`src/hw/rtl/scc_pkg.sv`:
```
// Shared constants, types and helper functions for the sector cache clock controller.
// Used by the tag RAM, the datapath, the controller, the top level and the checker.
// Depends on nothing else.
`default_nettype none

package scc_pkg;

	localparam int ENTRIES       = 64;
	localparam int SECTOR_BITS   = 32;
	localparam int SECTOR_PORT_W = 32;
	localparam int KIND_W        = 3;
	localparam int IDX_W         = $clog2(ENTRIES);
	localparam int LANES         = 8;
	localparam int LANE_W        = $clog2(LANES);
	localparam int ROWS          = ENTRIES / LANES;
	localparam int ROW_W         = $clog2(ROWS);

	typedef logic [IDX_W-1:0]       idx_t;
	typedef logic [ROW_W-1:0]       row_t;
	typedef logic [LANE_W-1:0]      lane_t;
	typedef logic [SECTOR_BITS-1:0] tag_t;
	typedef tag_t [LANES-1:0]       tag_row_t;

	typedef enum logic [KIND_W-1:0] {
		KIND_READ    = 3'd0,
		KIND_WRITE   = 3'd1,
		KIND_ZERO    = 3'd2,
		KIND_RELEASE = 3'd3,
		KIND_FLUSH   = 3'd4
	} kind_t;

	// Source of the row address on the tag RAM read port.
	typedef enum logic [2:0] {
		RD_NONE = 3'd0,
		RD_SCAN = 3'd1,
		RD_SEL  = 3'd2,
		RD_REQ  = 3'd3,
		RD_FPTR = 3'd4
	} rd_sel_t;

	// Which result beat is loaded into the output register.
	typedef enum logic [1:0] {
		BEAT_LOOKUP    = 2'd0,
		BEAT_RELEASE   = 2'd1,
		BEAT_FLUSH_MID = 2'd2,
		BEAT_FLUSH_END = 2'd3
	} beat_t;

	typedef struct packed {
		logic    load;
		logic    scan_clr;
		logic    scan_en;
		rd_sel_t rd_sel;
		logic    sel_scan;
		logic    sel_hand;
		logic    hand_step;
		logic    push;
		beat_t   beat;
		logic    upd_lookup;
		logic    upd_release;
		logic    flush_take;
		logic    fptr_clr;
		logic    fptr_inc;
	} cmd_t;

	typedef struct packed {
		logic scan_done;
		logic hit;
		logic found;
		logic hand_acc;
		logic out_free;
		logic flush_sel;
		logic flush_end;
		logic pend_vld;
	} stat_t;

	typedef struct packed {
		logic hit;
		idx_t entry;
		logic fill;
		logic wb;
		tag_t wbsec;
		logic zero;
		logic last;
	} res_t;

	function automatic row_t row_of(idx_t e);
		return e[IDX_W-1:LANE_W];
	endfunction

	function automatic lane_t lane_of(idx_t e);
		return e[LANE_W-1:0];
	endfunction

	// Lowest set lane of a row vector; zero when none is set.
	function automatic lane_t first_lane(logic [LANES-1:0] v);
		lane_t r;
		r = '0;
		for (int i = LANES - 1; i >= 0; i--) begin
			if (v[i]) begin
				r = lane_t'(i);
			end
		end
		return r;
	endfunction

endpackage

`default_nettype wire

```
`src/hw/rtl/sector_cache_clock_controller_unit.sv`:
```
// Top level of the sector cache clock controller: controller and datapath.
// Depends on scc_pkg, scc_ctrl, scc_dpath (and through it scc_tag_ram).
//
//   channel | handshake          | payload
//   --------+--------------------+---------------------------------------------------
//   in      | in_valid/in_stall  | kind, sector, entry_index, keep_dirty
//   out     | out_valid/out_stall| hit, entry, fill_request, writeback_request,
//           |                    | writeback_sector, zero_data, last
//
// Read, write and zero fill run an eight-row tag scan through the registered tag RAM; a hit
// ends the scan at its row, a miss with a free entry then reads the victim's tag, and when
// none is free the hand first clears one accessed mark per step until it finds an unmarked one.
// Release reads the entry's tag before its beat; flush walks all 64 entries.
// Reset frees all entries and clears the dirty and accessed marks and the hand at once; the tag RAM is not reset.
// One beat waits in the output register while the next item is taken and worked on.
`default_nettype none

module sector_cache_clock_controller_unit (
	input  logic                               clk,
	input  logic                               arst_n,
	input  logic                               in_valid,
	output logic                               in_stall,
	input  logic [scc_pkg::KIND_W-1:0]         kind,
	input  logic [scc_pkg::SECTOR_PORT_W-1:0]  sector,
	input  logic [scc_pkg::IDX_W-1:0]          entry_index,
	input  logic                               keep_dirty,
	output logic                               out_valid,
	input  logic                               out_stall,
	output logic                               hit,
	output logic [scc_pkg::IDX_W-1:0]          entry,
	output logic                               fill_request,
	output logic                               writeback_request,
	output logic [scc_pkg::SECTOR_PORT_W-1:0]  writeback_sector,
	output logic                               zero_data,
	output logic                               last
);
	import scc_pkg::*;

	cmd_t  cmd;
	stat_t stat;

	scc_ctrl u_ctrl (
		.clk         (clk),
		.arst_n      (arst_n),
		.in_valid    (in_valid),
		.kind        (kind),
		.entry_index (entry_index),
		.stat        (stat),
		.in_stall    (in_stall),
		.cmd         (cmd)
	);

	scc_dpath u_dpath (
		.clk               (clk),
		.arst_n            (arst_n),
		.cmd               (cmd),
		.kind              (kind),
		.sector            (sector),
		.entry_index       (entry_index),
		.keep_dirty        (keep_dirty),
		.stat              (stat),
		.out_stall         (out_stall),
		.out_valid         (out_valid),
		.hit               (hit),
		.entry             (entry),
		.fill_request      (fill_request),
		.writeback_request (writeback_request),
		.writeback_sector  (writeback_sector),
		.zero_data         (zero_data),
		.last              (last)
	);

endmodule

`default_nettype wire

```
`src/hw/rtl/scc_tag_ram.sv`:
```
// Tag store: one bank per lane, all banks read at the same row, one lane written.
// Read data is registered. Depends on scc_pkg.
`default_nettype none

module scc_tag_ram (
	input  logic              clk,
	input  logic              we,
	input  scc_pkg::row_t     wr_row,
	input  scc_pkg::lane_t    wr_lane,
	input  scc_pkg::tag_t     wr_data,
	input  logic              rd_en,
	input  scc_pkg::row_t     rd_row,
	output scc_pkg::tag_row_t rd_data
);
	import scc_pkg::*;

	for (genvar l = 0; l < LANES; l++) begin : g_bank
		tag_t mem [ROWS];
		tag_t rd_q;

		always_ff @(posedge clk) begin
			if (we && wr_lane == lane_t'(l)) begin
				mem[wr_row] <= wr_data;
			end
			if (rd_en) begin
				rd_q <= mem[rd_row];
			end
		end

		assign rd_data[l] = rd_q;
	end

endmodule

`default_nettype wire

```
`src/hw/rtl/scc_dpath.sv`:
```
// Datapath: request registers, row-wise tag scan, entry marks, clock hand,
// flush pointer, pending flush beat and output register. Depends on scc_pkg, scc_tag_ram.
`default_nettype none

module scc_dpath (
	input  logic                               clk,
	input  logic                               arst_n,
	input  scc_pkg::cmd_t                      cmd,
	input  logic [scc_pkg::KIND_W-1:0]         kind,
	input  logic [scc_pkg::SECTOR_PORT_W-1:0]  sector,
	input  logic [scc_pkg::IDX_W-1:0]          entry_index,
	input  logic                               keep_dirty,
	output scc_pkg::stat_t                     stat,
	input  logic                               out_stall,
	output logic                               out_valid,
	output logic                               hit,
	output logic [scc_pkg::IDX_W-1:0]          entry,
	output logic                               fill_request,
	output logic                               writeback_request,
	output logic [scc_pkg::SECTOR_PORT_W-1:0]  writeback_sector,
	output logic                               zero_data,
	output logic                               last
);
	import scc_pkg::*;

	logic [KIND_W-1:0] req_kind_q;
	tag_t              req_sector_q;
	idx_t              req_idx_q;
	logic              req_keep_q;

	row_t rptr_q;
	logic iss_done_q;
	logic cmp_vld_s1;
	row_t cmp_row_s1;
	logic done_q;
	logic hit_q;
	logic found_q;
	idx_t hit_entry_q;
	idx_t free_entry_q;

	idx_t sel_q;
	idx_t hand_q;
	idx_t fptr_q;

	logic [ENTRIES-1:0] free_q;
	logic [ENTRIES-1:0] dirty_q;
	logic [ENTRIES-1:0] acc_q;

	logic pend_vld_q;
	idx_t pend_entry_q;
	tag_t pend_sec_q;

	logic out_vld_q;
	res_t out_q;
	res_t beat;

	logic     issue;
	logic     rd_en;
	row_t     rd_row;
	tag_row_t rd_data;
	logic     we;
	logic [LANES-1:0] match_v;
	logic [LANES-1:0] free_v;
	tag_t     sel_tag;
	tag_t     req_tag;
	tag_t     f_tag;
	logic     out_free;

	always_ff @(posedge clk) begin
		if (cmd.load) begin
			req_kind_q   <= kind;
			req_sector_q <= sector[SECTOR_BITS-1:0];
			req_idx_q    <= entry_index;
			req_keep_q   <= keep_dirty;
		end
	end

	assign issue = cmd.scan_en && !iss_done_q;

	always_comb begin
		rd_en  = 1'b0;
		rd_row = '0;
		case (cmd.rd_sel)
			RD_SCAN: begin
				rd_en  = issue;
				rd_row = rptr_q;
			end
			RD_SEL: begin
				rd_en  = 1'b1;
				rd_row = row_of(sel_q);
			end
			RD_REQ: begin
				rd_en  = 1'b1;
				rd_row = row_of(req_idx_q);
			end
			RD_FPTR: begin
				rd_en  = 1'b1;
				rd_row = row_of(fptr_q);
			end
			default: begin
				rd_en  = 1'b0;
				rd_row = '0;
			end
		endcase
	end

	assign we = cmd.upd_lookup && !hit_q;

	scc_tag_ram u_tags (
		.clk     (clk),
		.we      (we),
		.wr_row  (row_of(sel_q)),
		.wr_lane (lane_of(sel_q)),
		.wr_data (req_sector_q),
		.rd_en   (rd_en),
		.rd_row  (rd_row),
		.rd_data (rd_data)
	);

	// Compare one row of eight tags against the requested sector.
	always_comb begin
		idx_t e;
		for (int l = 0; l < LANES; l++) begin
			e          = {cmp_row_s1, lane_t'(l)};
			match_v[l] = !free_q[e] && rd_data[l] == req_sector_q;
			free_v[l]  = free_q[e];
		end
	end

	always_ff @(posedge clk or negedge arst_n) begin
		if (!arst_n) begin
			rptr_q       <= '0;
			iss_done_q   <= 1'b0;
			cmp_vld_s1   <= 1'b0;
			cmp_row_s1   <= '0;
			done_q       <= 1'b0;
			hit_q        <= 1'b0;
			found_q      <= 1'b0;
			hit_entry_q  <= '0;
			free_entry_q <= '0;
		end else if (cmd.scan_clr) begin
			rptr_q     <= '0;
			iss_done_q <= 1'b0;
			cmp_vld_s1 <= 1'b0;
			done_q     <= 1'b0;
			hit_q      <= 1'b0;
			found_q    <= 1'b0;
		end else begin
			cmp_vld_s1 <= issue;
			if (issue) begin
				cmp_row_s1 <= rptr_q;
				rptr_q     <= rptr_q + row_t'(1);
				if (rptr_q == row_t'(ROWS - 1)) begin
					iss_done_q <= 1'b1;
				end
			end
			if (cmp_vld_s1 && !done_q) begin
				if (|match_v) begin
					hit_q       <= 1'b1;
					hit_entry_q <= {cmp_row_s1, first_lane(match_v)};
					done_q      <= 1'b1;
				end else begin
					if (!found_q && |free_v) begin
						found_q      <= 1'b1;
						free_entry_q <= {cmp_row_s1, first_lane(free_v)};
					end
					if (cmp_row_s1 == row_t'(ROWS - 1)) begin
						done_q <= 1'b1;
					end
				end
			end
		end
	end

	always_ff @(posedge clk) begin
		if (cmd.sel_scan) begin
			sel_q <= hit_q ? hit_entry_q : free_entry_q;
		end else if (cmd.sel_hand) begin
			sel_q <= hand_q;
		end
	end

	always_ff @(posedge clk or negedge arst_n) begin
		if (!arst_n) begin
			hand_q <= '0;
			fptr_q <= '0;
		end else begin
			if (cmd.hand_step) begin
				hand_q <= (hand_q == idx_t'(ENTRIES - 1)) ? '0 : hand_q + idx_t'(1);
			end
			if (cmd.fptr_clr) begin
				fptr_q <= '0;
			end else if (cmd.fptr_inc) begin
				fptr_q <= fptr_q + idx_t'(1);
			end
		end
	end

	always_ff @(posedge clk or negedge arst_n) begin
		if (!arst_n) begin
			free_q  <= '1;
			dirty_q <= '0;
			acc_q   <= '0;
		end else begin
			if (cmd.upd_lookup) begin
				if (!hit_q) begin
					free_q[sel_q] <= 1'b0;
					if (req_kind_q == KIND_READ) begin
						dirty_q[sel_q] <= 1'b0;
					end
				end
				if (req_kind_q != KIND_READ) begin
					dirty_q[sel_q] <= 1'b1;
				end
				acc_q[sel_q] <= 1'b1;
			end
			if (cmd.upd_release) begin
				free_q[req_idx_q]  <= 1'b1;
				dirty_q[req_idx_q] <= 1'b0;
				acc_q[req_idx_q]   <= 1'b0;
			end
			if (cmd.hand_step) begin
				acc_q[hand_q] <= 1'b0;
			end
			if (cmd.flush_take && !req_keep_q) begin
				dirty_q[fptr_q] <= 1'b0;
			end
		end
	end

	assign sel_tag = rd_data[lane_of(sel_q)];
	assign req_tag = rd_data[lane_of(req_idx_q)];
	assign f_tag   = rd_data[lane_of(fptr_q)];

	// A flush beat is held back until the next dirty entry or the end of the walk, so that the last one can be marked.
	always_ff @(posedge clk or negedge arst_n) begin
		if (!arst_n) begin
			pend_vld_q <= 1'b0;
		end else if (cmd.flush_take) begin
			pend_vld_q <= 1'b1;
		end else if (cmd.push && cmd.beat == BEAT_FLUSH_END) begin
			pend_vld_q <= 1'b0;
		end
	end

	always_ff @(posedge clk) begin
		if (cmd.flush_take) begin
			pend_entry_q <= fptr_q;
			pend_sec_q   <= f_tag;
		end
	end

	always_comb begin
		beat = '0;
		case (cmd.beat)
			BEAT_LOOKUP: begin
				beat.hit   = hit_q;
				beat.entry = sel_q;
				beat.fill  = !hit_q;
				beat.wb    = !hit_q && !free_q[sel_q] && dirty_q[sel_q];
				beat.wbsec = beat.wb ? sel_tag : '0;
				beat.zero  = (req_kind_q == KIND_ZERO);
				beat.last  = 1'b1;
			end
			BEAT_RELEASE: begin
				beat.entry = req_idx_q;
				beat.wb    = !free_q[req_idx_q] && dirty_q[req_idx_q];
				beat.wbsec = beat.wb ? req_tag : '0;
				beat.last  = 1'b1;
			end
			BEAT_FLUSH_MID: begin
				beat.entry = pend_entry_q;
				beat.wb    = 1'b1;
				beat.wbsec = pend_sec_q;
			end
			BEAT_FLUSH_END: begin
				if (pend_vld_q) begin
					beat.entry = pend_entry_q;
					beat.wb    = 1'b1;
					beat.wbsec = pend_sec_q;
				end
				beat.last = 1'b1;
			end
			default: beat = '0;
		endcase
	end

	assign out_free = !out_vld_q || !out_stall;

	always_ff @(posedge clk or negedge arst_n) begin
		if (!arst_n) begin
			out_vld_q <= 1'b0;
		end else if (cmd.push) begin
			out_vld_q <= 1'b1;
		end else if (!out_stall) begin
			out_vld_q <= 1'b0;
		end
	end

	always_ff @(posedge clk) begin
		if (cmd.push) begin
			out_q <= beat;
		end
	end

	assign out_valid         = out_vld_q;
	assign hit               = out_q.hit;
	assign entry             = out_q.entry;
	assign fill_request      = out_q.fill;
	assign writeback_request = out_q.wb;
	assign writeback_sector  = SECTOR_PORT_W'(out_q.wbsec);
	assign zero_data         = out_q.zero;
	assign last              = out_q.last;

	assign stat.scan_done = done_q;
	assign stat.hit       = hit_q;
	assign stat.found     = found_q;
	assign stat.hand_acc  = acc_q[hand_q];
	assign stat.out_free  = out_free;
	assign stat.flush_sel = !free_q[fptr_q] && dirty_q[fptr_q];
	assign stat.flush_end = (fptr_q == idx_t'(ENTRIES - 1));
	assign stat.pend_vld  = pend_vld_q;

endmodule

`default_nettype wire

```
`src/hw/rtl/scc_ctrl.sv`:
```
// Controller state machine: sequences lookup scan, clock sweep, release and flush
// by driving datapath commands from datapath status. Depends on scc_pkg.
`default_nettype none

module scc_ctrl (
	input  logic                       clk,
	input  logic                       arst_n,
	input  logic                       in_valid,
	input  logic [scc_pkg::KIND_W-1:0] kind,
	input  logic [scc_pkg::IDX_W-1:0]  entry_index,
	input  scc_pkg::stat_t             stat,
	output logic                       in_stall,
	output scc_pkg::cmd_t              cmd
);
	import scc_pkg::*;

	typedef enum logic [9:0] {
		ST_IDLE    = 10'b00_0000_0001,
		ST_LOOKUP  = 10'b00_0000_0010,
		ST_SWEEP   = 10'b00_0000_0100,
		ST_TAG_RD  = 10'b00_0000_1000,
		ST_LK_EMIT = 10'b00_0001_0000,
		ST_REL_RD  = 10'b00_0010_0000,
		ST_REL_OUT = 10'b00_0100_0000,
		ST_FL_RD   = 10'b00_1000_0000,
		ST_FL_CHK  = 10'b01_0000_0000,
		ST_FL_END  = 10'b10_0000_0000
	} state_t;

	state_t state_q;
	state_t state_d;
	logic   idx_ok;

	assign idx_ok   = ({1'b0, entry_index} < (IDX_W + 1)'(ENTRIES));
	assign in_stall = (state_q != ST_IDLE);

	always_ff @(posedge clk or negedge arst_n) begin
		if (!arst_n) begin
			state_q <= ST_IDLE;
		end else begin
			state_q <= state_d;
		end
	end

	always_comb begin
		cmd     = '0;
		state_d = state_q;
		case (state_q)
			ST_IDLE: begin
				if (in_valid) begin
					cmd.load     = 1'b1;
					cmd.scan_clr = 1'b1;
					cmd.fptr_clr = 1'b1;
					case (kind_t'(kind))
						KIND_READ, KIND_WRITE, KIND_ZERO: state_d = ST_LOOKUP;
						KIND_RELEASE: begin
							if (idx_ok) begin
								state_d = ST_REL_RD;
							end
						end
						KIND_FLUSH: state_d = ST_FL_RD;
						default: state_d = ST_IDLE;
					endcase
				end
			end
			ST_LOOKUP: begin
				cmd.scan_en = 1'b1;
				cmd.rd_sel  = RD_SCAN;
				if (stat.scan_done) begin
					if (stat.hit) begin
						cmd.sel_scan = 1'b1;
						state_d      = ST_LK_EMIT;
					end else if (stat.found) begin
						cmd.sel_scan = 1'b1;
						state_d      = ST_TAG_RD;
					end else begin
						state_d = ST_SWEEP;
					end
				end
			end
			ST_SWEEP: begin
				// Second chance: clear the accessed mark and move on, or stop here.
				if (stat.hand_acc) begin
					cmd.hand_step = 1'b1;
				end else begin
					cmd.sel_hand = 1'b1;
					state_d      = ST_TAG_RD;
				end
			end
			ST_TAG_RD: begin
				cmd.rd_sel = RD_SEL;
				state_d    = ST_LK_EMIT;
			end
			ST_LK_EMIT: begin
				if (stat.out_free) begin
					cmd.push       = 1'b1;
					cmd.beat       = BEAT_LOOKUP;
					cmd.upd_lookup = 1'b1;
					state_d        = ST_IDLE;
				end
			end
			ST_REL_RD: begin
				cmd.rd_sel = RD_REQ;
				state_d    = ST_REL_OUT;
			end
			ST_REL_OUT: begin
				if (stat.out_free) begin
					cmd.push        = 1'b1;
					cmd.beat        = BEAT_RELEASE;
					cmd.upd_release = 1'b1;
					state_d         = ST_IDLE;
				end
			end
			ST_FL_RD: begin
				cmd.rd_sel = RD_FPTR;
				state_d    = ST_FL_CHK;
			end
			ST_FL_CHK: begin
				// A new dirty entry displaces the held beat, which needs a free output.
				if (!(stat.flush_sel && stat.pend_vld && !stat.out_free)) begin
					if (stat.flush_sel) begin
						cmd.flush_take = 1'b1;
						if (stat.pend_vld) begin
							cmd.push = 1'b1;
							cmd.beat = BEAT_FLUSH_MID;
						end
					end
					cmd.fptr_inc = 1'b1;
					state_d      = stat.flush_end ? ST_FL_END : ST_FL_RD;
				end
			end
			ST_FL_END: begin
				if (stat.out_free) begin
					cmd.push = 1'b1;
					cmd.beat = BEAT_FLUSH_END;
					state_d  = ST_IDLE;
				end
			end
			default: state_d = ST_IDLE;
		endcase
	end

endmodule

`default_nettype wire

```
`config.mk`:
```
export PLATFORM = sky130hd
export DESIGN_NAME = sector_cache_clock_controller_unit
export DESIGN_NICKNAME = d
export VERILOG_FILES = /design/src/hw/rtl/scc_pkg.sv /design/src/hw/rtl/sector_cache_clock_controller_unit.sv /design/src/hw/rtl/scc_tag_ram.sv /design/src/hw/rtl/scc_dpath.sv /design/src/hw/rtl/scc_ctrl.sv
export SDC_FILE = /design/constraint.sdc
export NUM_CORES = 2
export LEC_CHECK = 0
export ABC_CLOCK_PERIOD_IN_PS = 15100
export BUFFER_PORTS_ARGS = -buffer_cell sky130_fd_sc_hd__buf_2
export CAP_MARGIN = 40
export CORE_MARGIN = 3
export CORE_UTILIZATION = 55
export CTS_CLUSTER_SIZE = 16
export DETAILED_ROUTE_END_ITERATION = 10
export PLACE_DENSITY = 0.68
export REMOVE_ABC_BUFFERS = 1
export SLEW_MARGIN = 0
export SYNTH_ARGS = -nofsm -noshare
export SYNTH_HDL_FRONTEND = slang
export SYNTH_HIERARCHICAL = 1
export SYNTH_SLANG_ARGS = --single-unit
```
`constraint.sdc`:
```
create_clock -name clk -period 15.1 [get_ports clk]
set_input_delay 0.755 -clock clk [delete_from_list [all_inputs] [get_ports clk]]
set_output_delay 0.755 -clock clk [all_outputs]
set_load 0.03 [all_outputs]
```
==> impl_metrics.ini <==
[drt]
avgViaCountPerCell = 7.16
drt-initial-drc-count = 11300
drc_errors = 0
wl_per_cell_um = 39.7
first_pass_iters = 11
ant_nets = 0
num_vias = 66700
wl_um = 370000

[clock_tree]
clk_pin_slew_worst_paths_ps = 60
cts-root-buf = clkbuf_16
cts_tree = yes
worstSkewPairLatency_ps = 980
cts-resized-gates = 0
cts_made_buffers = 289
post_cts_buffers = 0
cts_sinks = 2672
cts_buffer_depth = 4
htreeDepth = 5
cts-hold-fix-buffers = 40

[pwr]
powerDensity_nw_per_um2 = 140
total_leakage_power_nw = 40.3
peakVddDrop_v = 0.000152
p_comb_share_pct = 12.0
internal_power_mw = 13.1
pwr-share-seq_pct = 50.5
power_frac_clock_pct = 37.5
netSwitchingPower_mw = 4.62
swShare_pct = 26.0

[global_route]
grt_pass1_wl_um = 515000
grt_remaining_overflow = 0
grt_max_degree = 142
grt_pass1_vias = 64600
antenna_found_initial = 29
grt_util_all_layers_pct = 35.2

[sta]
clock.fmax_mhz = 165
setup_violations = 0
hold_viol_final = 0
final.setup.tns_ps = 0
rsz0062_at_grt = no
finalCritPeriodShare_pct = 40.2
final_max_slew_viol_count = 0
finalWorstPathRequiredPeriod_ps = 6070
fin_skew_ps = 150
worstMarginPinSlew_ps = 1160
slew_headroom_pct = 22.9

[worst_setup_path]
crit_path_end_kind = flip-flop
crit_type = flip-flop to flip-flop
arrival_ps = 6650
r2r-start = u_ctrl/state_q[2]
rrSetupSlack_ps = 9030
cp-startpoint = u_ctrl/state_q[2]
r2r-end = u_dpath/u_tags/g_bank[0].rd_q[4]
r2r_cells = 12
critPathLaunchType = flip-flop
critPathMaxFanout = 38
crit_required_ps = 15680

[floorplanning]
initial_core_util_pct = 55.6
num_rows = 165
fp.dieW_um = 459
die-area_um2 = 211000
io-pin-count = 91
core_area_um2 = 203000
die_y_um = 459

[logic_synthesis]
synth_cell_types = 84
synthAdderAreaFrac_pct = 0.0443
synthCells = 6141
synth-seq-cells = 2672
ys.warnings.count = 6
synth_top_family_by_area = multiplexers
synth-simple-area-share_pct = 4.24
synthXorXnorAreaFrac_pct = 2.08
synth_edf_count = 2433
synth_compound_area_share_pct = 4.86
syn_area_um2 = 113000
seq_area_frac_synth_pct = 70.1
syn_area_per_cell_um2 = 18.4
synthArstFlopShare_pct = 8.94
synth_ff_type = edfxtp_1
synthMuxAreaShare_pct = 16.3

[worst_hold_path]
min_from = kind[1]
hp-class = primary input to flip-flop
whs_path_depth = 1
hold_path_end = u_dpath/req_kind_q[1]

[status]
run_status = complete, no violations

[cells_and_area]
final_nets = 6468
final_cell_mix = edfxtp_1 (2433), mux4_2 (626), nand2_1 (365)
final_cell_area_um2 = 127000
area_delta_synth_final_pct = 12.3
final_common_cell = edfxtp_1
drive_gt1_share_pct = 29.2

[placement]
placed_area_um2 = 117000
place_hpwl_um = 220000
portBuffers = 90
globalplace.congestion = 1.04

[flow_run]
cap_violations = 0
[worst max-delay path by stage]
stage	cells after the start	end
floorplan	9	u_dpath/u_tags/g_bank[1].rd_q[0]
global placement	11	u_dpath/u_tags/g_bank[5].rd_q[3]
detailed placement	12	u_dpath/u_tags/g_bank[0].rd_q[14]
CTS	12	u_dpath/u_tags/g_bank[0].rd_q[24]
global route	12	u_dpath/u_tags/g_bank[0].rd_q[25]
finish	12	u_dpath/u_tags/g_bank[0].rd_q[4]
[power groups by stage]
stage	Sequential, mW	Clock, mW	Combinational (mW)
after floorplan	9.20	0	1.87
after global placement	9.08	0	1.97
after detailed placement	9.06	0	2.08
after CTS	8.91	6.75	2.09
after global routing	8.94	7.04	2.22
final	8.97	6.66	2.13
[kinds of logic (layout without fill, tap and decap cells)]
family / Yosys count / count (layout)
buf+inv: 456 / 937
simple gates: 996 / 996
flops: 2672 / 2672
xor+xnor: 268 / 268
mux: 996 / 996
other cells: 0 / 18
compound gates: 749 / 749
fa+ha+maj: 4 / 4
[area by class of cell]
class                           instances  area (µm²)
Timing Repair Buffer                  406        3560
Inverter                               36         135
Multi-Input combinational cell       3013       31800
Sequential cell                      2672       79100
Clock inverter                        142        1110
Antenna cell                           18        45.0
Fill cell                           14200       76400
Tap cell                             2672        3340
Clock buffer                          353        7650
[synthesized netlist by cell type (all sizes together), types with 63 or more instances]
| cell type | instances | area [µm²] |
|---|---|---|
| buf | 170 | 1590 |
| dfrtp | 174 | 4350 |
| nor2 | 271 | 1020 |
| xnor2 | 197 | 1730 |
| a22oi | 202 | 1520 |
| nand2 | 366 | 1380 |
| mux2 | 292 | 3370 |
| mux2i | 68 | 681 |
| a222oi | 65 | 651 |
| nand4 | 117 | 732 |
| o21ai | 149 | 746 |
| xor2 | 71 | 622 |
| o221a | 63 | 709 |
| o22ai | 143 | 895 |
| dfstp | 65 | 1710 |
| clkbuf | 250 | 938 |
| edfxtp | 2433 | 73100 |
| mux4 | 636 | 14400 |
[state kept, by name, summed over array words and instances, names as in the netlist, 6 cells and up]
name	flops
u_dpath/hit_entry_q	6
u_dpath/req_sector_q	32
u_dpath/req_idx_q	6
u_dpath/free_entry_q	6
u_dpath/free_q	64
u_dpath/pend_sec_q	32
u_dpath/fptr_q	6
u_dpath/u_tags/g_bank.rd_q	256
u_dpath/dirty_q	64
u_dpath/entry	6
u_ctrl/state_q	10
u_dpath/pend_entry_q	6
u_dpath/writeback_sector	32
u_dpath/acc_q	64
u_dpath/hand_q	6
u_dpath/sel_q	6
u_dpath/u_tags/g_bank.mem	2048
[per-layer routing]
| layer | vias up | part of all wire, % | routed length, µm | global-route usage, % |
|---|---|---|---|---|
| li1 | 25700 | - | - | - |
| met1 | 34400 | 35 | 130000 | 45.8 |
| met2 | 5100 | 43 | 159000 | 49.8 |
| met3 | 1457 | 13 | 49500 | 12.9 |
| met4 | 22 | 8.6 | 31600 | 23.9 |
| met5 | - | 0.13 | 465 | 0.207 |
[metrics by stage]
step	util [%]	hold slack, ps	setup slack, ps	std cells	power, mW
3_5_place_dp	57.8	490	9150	8754	11.1
6_report	62.4	36.2	9030	9312	17.8
3_3_place_gp	57.4	486	8980	8698	11.1
4_1_cts	62.3	14.7	9110	9289	17.8
5_1_grt	62.4	3.95	8570	9296	18.2
2_1_floorplan	-	459	-54510	5721	11.1
[critical path, cell delays in order (launching register included)]
cell     delay (ps)
dfrtp_1         460
nor4_4          460
nand2_1         260
nor2_1          610
nor3b_1         370
nand2_1         160
o21ai_4         120
buf_4           650
buf_4           730
buf_4           570
buf_12          290
mux4_2          530
mux2_2          280
Note: power is estimated with default switching activity, not from simulation.
